`config.mk`:
```
export PLATFORM = sky130hd
export DESIGN_NAME = sem_window
export DESIGN_NICKNAME = d
export VERILOG_FILES = /design/src/hw/rtl/sem_pkg.sv /design/src/hw/rtl/sem_window.sv
export SDC_FILE = /design/constraint.sdc
export NUM_CORES = 1
export LEC_CHECK = 0
export BUFFER_PORTS_ARGS = -buffer_cell sky130_fd_sc_hd__buf_2
export CAP_MARGIN = 20
export CORE_UTILIZATION = 29
export DETAILED_ROUTE_END_ITERATION = 8
export HOLD_SLACK_MARGIN = 0.12
export PLACE_DENSITY_LB_ADDON = 0.05
export SYNTH_ARGS = -nofsm -noshare
export SYNTH_HDL_FRONTEND = slang
export SYNTH_SLANG_ARGS = --single-unit
```
`constraint.sdc`:
```
create_clock -name clk_i -period 6.15 [get_ports clk_i]
set_clock_uncertainty 0.15 [all_clocks]
set_input_delay 0.615 -clock clk_i [delete_from_list [all_inputs] [get_ports clk_i]]
set_output_delay 0.615 -clock clk_i [all_outputs]
set_load 0.02 [all_outputs]
```
`src/hw/rtl/sem_pkg.sv`:
```
package sem_pkg;

  localparam int unsigned MaxWidth  = 1024;
  localparam int unsigned MaxHeight = 1024;

  localparam int unsigned PixW = 8;
  localparam int unsigned CfgW = 11;
  localparam int unsigned ColW = $clog2(MaxWidth);
  localparam int unsigned RowW = $clog2(MaxHeight);
  localparam int unsigned SumW = PixW + 2;
  localparam int unsigned MagW = 8;

  localparam logic [CfgW-1:0] MinSize         = CfgW'(3);
  localparam logic [CfgW-1:0] WidthReset      = CfgW'(640);
  localparam logic [CfgW-1:0] HeightReset     = CfgW'(480);
  localparam logic [MagW-1:0] MagSat          = MagW'(255);

  localparam logic RegFrameWidth  = 1'b0;
  localparam logic RegFrameHeight = 1'b1;

  typedef struct packed {
    logic            re;
    logic [ColW-1:0] raddr;
    logic            we;
    logic [ColW-1:0] waddr;
    logic [2*PixW-1:0] wdata;
  } mem_req_t;

  typedef struct packed {
    logic shift;
    logic clear;
  } win_ctrl_t;

  function automatic logic [CfgW-1:0] clamp_size(input logic [CfgW-1:0] v,
                                                 input logic [CfgW-1:0] hi);
    logic [CfgW-1:0] r;
    if (v < MinSize) begin
      r = MinSize;
    end else if (v > hi) begin
      r = hi;
    end else begin
      r = v;
    end
    return r;
  endfunction

endpackage

```
`src/hw/rtl/sem_window.sv`:
```
module sem_window (
  input  logic                        clk_i,
  input  logic                        rst_ni,
  input  sem_pkg::win_ctrl_t          ctrl_i,
  input  logic [sem_pkg::PixW-1:0]    top_i,
  input  logic [sem_pkg::PixW-1:0]    mid_i,
  input  logic [sem_pkg::PixW-1:0]    bot_i,
  output logic [sem_pkg::MagW-1:0]    magnitude_o
);

  logic [sem_pkg::PixW-1:0] lt_q, lm_q, lb_q, mt_q, mm_q, mb_q;
  logic [sem_pkg::SumW-1:0] left, right, top, bottom, gx, gy;
  logic [sem_pkg::SumW:0]   mag;

  always_ff @(posedge clk_i or negedge rst_ni) begin
    if (!rst_ni) begin
      lt_q <= '0;
      lm_q <= '0;
      lb_q <= '0;
      mt_q <= '0;
      mm_q <= '0;
      mb_q <= '0;
    end else if (ctrl_i.clear) begin
      lt_q <= '0;
      lm_q <= '0;
      lb_q <= '0;
      mt_q <= '0;
      mm_q <= '0;
      mb_q <= '0;
    end else if (ctrl_i.shift) begin
      lt_q <= mt_q;
      lm_q <= mm_q;
      lb_q <= mb_q;
      mt_q <= top_i;
      mm_q <= mid_i;
      mb_q <= bot_i;
    end
  end

  always_comb begin
    left   = sem_pkg::SumW'(lt_q) + {1'b0, lm_q, 1'b0} + sem_pkg::SumW'(lb_q);
    right  = sem_pkg::SumW'(top_i) + {1'b0, mid_i, 1'b0} + sem_pkg::SumW'(bot_i);
    bottom = sem_pkg::SumW'(lb_q) + {1'b0, mb_q, 1'b0} + sem_pkg::SumW'(bot_i);
    top    = sem_pkg::SumW'(lt_q) + {1'b0, mt_q, 1'b0} + sem_pkg::SumW'(top_i);
    gx     = (left >= right) ? (left - right) : (right - left);
    gy     = (bottom >= top) ? (bottom - top) : (top - bottom);
    mag    = {1'b0, gx} + {1'b0, gy};
    if (mag > (sem_pkg::SumW + 1)'(sem_pkg::MagSat)) begin
      magnitude_o = sem_pkg::MagSat;
    end else begin
      magnitude_o = mag[sem_pkg::MagW-1:0];
    end
  end

endmodule

```
==> reports/metrics.json <==
{
  "worst-endpoint-required_ns": 5.38,
  "die_w_um": 146,
  "detailed_route_wire_length_mm": 15.9,
  "worst_setup_path_category": "flop to primary output",
  "min-delay-path-class": "primary input to asynchronous set/reset pin",
  "max_clock_freq_ghz": 0.153,
  "synthDominantAreaCellType": "sky130_fd_sc_hd__dfrtp_1",
  "dp_cells": 1079,
  "cts.clk_slew.worst_paths_ns": 0.07,
  "fin_crit_ns": 6.55,
  "yosys.area.top_type_share_pct": 20.0,
  "cp-end-kind": "primary output",
  "max_cap_violations": 0,
  "sw_frac_of_total_pct": 43.9,
  "netsw_mw": 1.59,
  "critical-path-max-stage-delay_ns": 0.48,
  "synth_area_per_cell_sq_um": 8.98,
  "synth_warnings": 0,
  "final_cells": 1100,
  "clock-sinks": 48,
  "area_growth_pct": 33.9,
  "antenna_found_initial": 0,
  "detailedPlace.worstSlack_ns": -0.932,
  "nNetsFinal": 978,
  "grt_overflow": 0,
  "irDropWorstVdd_v": 0.000488,
  "first_global_vias": 5160,
  "power_frac_comb_pct": 82.6,
  "run_status": "finished with violations",
  "reg2reg_slack_ns": 5.11,
  "number_of_setup_violations_in_the_final_report": 8,
  "diodes": 0,
  "clock_path_buffers": 2,
  "area_of_the_die_sq_um": 21300,
  "crit_path_cell_trace": "buf_4, fa_1, ha_1, a21o_1, a21oi_2, o211ai_1, a21o_1, a21oi_1, xnor2_1, ha_1, or3_1, o32ai_2, buf_6, mux2_4, fa_2, a21o_1, a21boi_2, o31ai_1, a21o_1, a211oi_4, buf_12, o21ai_2, buf_6",
  "postSynthNetCount": 818,
  "drt_pre_antenna_iters": 4,
  "start_util_pct": 29.6,
  "weighted_congestion_at_the_end_of_routability_driven_global_placement": 0.846,
  "core_sq_um": 20300,
  "dominant_synthesized_flop_cell": "sky130_fd_sc_hd__dfrtp_1",
  "overall_routing_resource_usage_pct": 15.6,
  "p_int_mw": 2.03,
  "rsz0062_at_grt": "true",
  "synth-edff-count": 0,
  "grt_pass1_wl_mm": 26.4,
  "violations_in_the_final_reports": "setup timing",
  "max_slew_margin_pct": 37.2,
  "vias_per_cell": 4.58,
  "drt-initial-drc-count": 118,
  "r2r_start": "mt_q[1]",
  "p_clk_share_pct": 8.0,
  "crit_path_max_fanout": 8,
  "worst_pin_slew_ns": 0.942,
  "totalPowerFinal_mw": 3.62,
  "postPlaceCellArea_sq_um": 7460,
  "post-dp-hpwl_mm": 13.3,
  "setup-tns-final_ns": -3.02,
  "power.leakage_nw": 4.22,
  "cp.arrival_ns": 5.79,
  "final_area_sq_um": 8050,
  "cp_slowest_cell": "sky130_fd_sc_hd__fa_1",
  "timing.final.crit_share_pct": 107,
  "final_core_utilization_pct": 39.6,
  "worst_setup_path_start_kind": "flop",
  "tritoncts_clock_tree": "done",
  "power_density_nw_per_um2": 450,
  "clock_tree.root_cell": "sky130_fd_sc_hd__clkbuf_16",
  "synthDistinctLibCells": 52,
  "cts-htree-levels": 2,
  "die_height_um": 146,
  "synthesis.instances": 669,
  "worst_skew_pair.late_latency_ns": 0.30,
  "fin_worst_hold_slack_ns": 0.248,
  "finalMaxSlewViolations": 0,
  "synth_seq_area_share_pct": 20.0,
  "startpoint": "lb_q[2]",
  "rows": 52,
  "minimum_setup_slack_in_the_final_design_ns": -0.405,
  "cts_inserted_buffers": 5,
  "synth.top_cells.by_area": "sky130_fd_sc_hd__dfrtp_1 20%, sky130_fd_sc_hd__ha_1 17%, sky130_fd_sc_hd__fa_1 12%",
  "finalHoldViolations": 0,
  "antenna_violating_nets_post_route": 0,
  "vias": 5043,
  "yosys_register_bits": 48,
  "layout-drive-gt1-share_pct": 30.2,
  "detail_route.wl_per_cell_um": 14.4,
  "pin_count": 36,
  "port_buffers": 35,
  "synth_cell_area_sq_um": 6010,
  "grt_max_degree": 49,
  "remaining_drc_errors": 0,
  "seqPwrFrac_pct": 9.4,
  "critical_path.most_common_cell": "sky130_fd_sc_hd__a21o_1",
  "synth-async-reset-ratio_pct": 100
}
[layout make-up]
type | count | area, sq um
clock inverter | 1 | 7.51
timing repair buffer | 173 | 1290
tap | 270 | 338
fill | 2102 | 12300
inverter | 102 | 395
multi-input combinational | 499 | 4670
sequential | 48 | 1200
clock buffer | 7 | 143
[path summary, 6_finish.rpt]
path,depth (start not counted),to
max,23,magnitude_o[3]
min,2,lt_q[0]
max reg2reg,3,mt_q[1]
min reg2reg,2,mm_q[4]
max in group asynchronous,2,mt_q[7]
min in group clk_i,2,mm_q[4]
[cell usage after synthesis, types with 7 or more instances]
| cell type | n |
|---|---|
| sky130_fd_sc_hd__fa_1 | 37 |
| sky130_fd_sc_hd__nor2_1 | 67 |
| sky130_fd_sc_hd__xor2_1 | 22 |
| sky130_fd_sc_hd__ha_1 | 84 |
| sky130_fd_sc_hd__o21ai_0 | 29 |
| sky130_fd_sc_hd__nand2_1 | 27 |
| sky130_fd_sc_hd__a21oi_1 | 31 |
| sky130_fd_sc_hd__a21o_1 | 23 |
| sky130_fd_sc_hd__clkbuf_1 | 12 |
| sky130_fd_sc_hd__mux2i_1 | 60 |
| sky130_fd_sc_hd__a31oi_1 | 7 |
| sky130_fd_sc_hd__inv_1 | 102 |
| sky130_fd_sc_hd__dfrtp_1 | 48 |
| sky130_fd_sc_hd__xnor2_1 | 27 |
| sky130_fd_sc_hd__nand2b_1 | 11 |
[cells by family (layout without fill, tap and decap cells)]
family | Yosys count | count (layout) | share of synthesized area (%)
muxes | 62 | 62 | 10.4
DFF | 48 | 48 | 20.0
xor gates and xnor gates | 49 | 49 | 7.14
buffers and inverters | 122 | 283 | 7.91
AOI/OAI and AO/OA | 127 | 127 | 13.9
adders and majority gates | 121 | 121 | 29.8
and+or+nand+nor | 140 | 140 | 10.8
[layer usage]
layer / GRT usage (%) / share of wire, %
met5: 0 / 0
met3: 2.19 / 2.3
met4: 2.58 / 1.1
met1: 20.4 / 47
met2: 27.4 / 50
[state kept, by name (all words and copies together) (netlist names)]
register / cells
lb_q: 8
lm_q: 8
lt_q: 8
mb_q: 8
mm_q: 8
mt_q: 8
[worst max-delay path, delay by kind of cell (launching register included)]
| family | cells | cell delay, ns |
|---|---|---|
| adders and majority gates | 4 | 1.42 |
| AOI/OAI and AO/OA | 12 | 2.18 |
| muxes | 1 | 0.34 |
| xor gates and xnor gates | 1 | 0.11 |
| buffers and inverters | 4 | 0.67 |
| and+or+nand+nor | 1 | 0.36 |
| DFF | 1 | 0.39 |
[placed cells by master, fill, tap and decap left out, drive strengths merged, types with 4 or more instances in the layout]
cell	n
buf	173
inv	102
ha	84
nor2	67
mux2i	60
dfrtp	48
fa	37
a21oi	32
o21ai	29
xnor2	27
nand2	27
a21o	25
xor2	22
nand2b	11
a31oi	7
clkbuf	7
nor3	6
a211oi	6
nor2b	5
o21a	5
o211ai	4
and3	4
[power groups by stage]
stage	registers, mW	clock network, mW	logic [mW]
2_1_floorplan	0.344	0	1.65
3_3_place_gp	0.347	0	2.57
3_5_place_dp	0.347	0	2.58
4_1_cts	0.341	0.303	2.95
5_1_grt	0.343	0.313	3.31
6_report	0.341	0.289	2.99
[repair_timing]
item                       4_1_cts  5_1_grt
setup endpoints to repair        8        8
hold buffers                     0        0
setup buffers                   10        3
cloned                           0        0
gates resized for setup         59       19
pin swaps                       47       21
(Power assumes the default switching activity.)
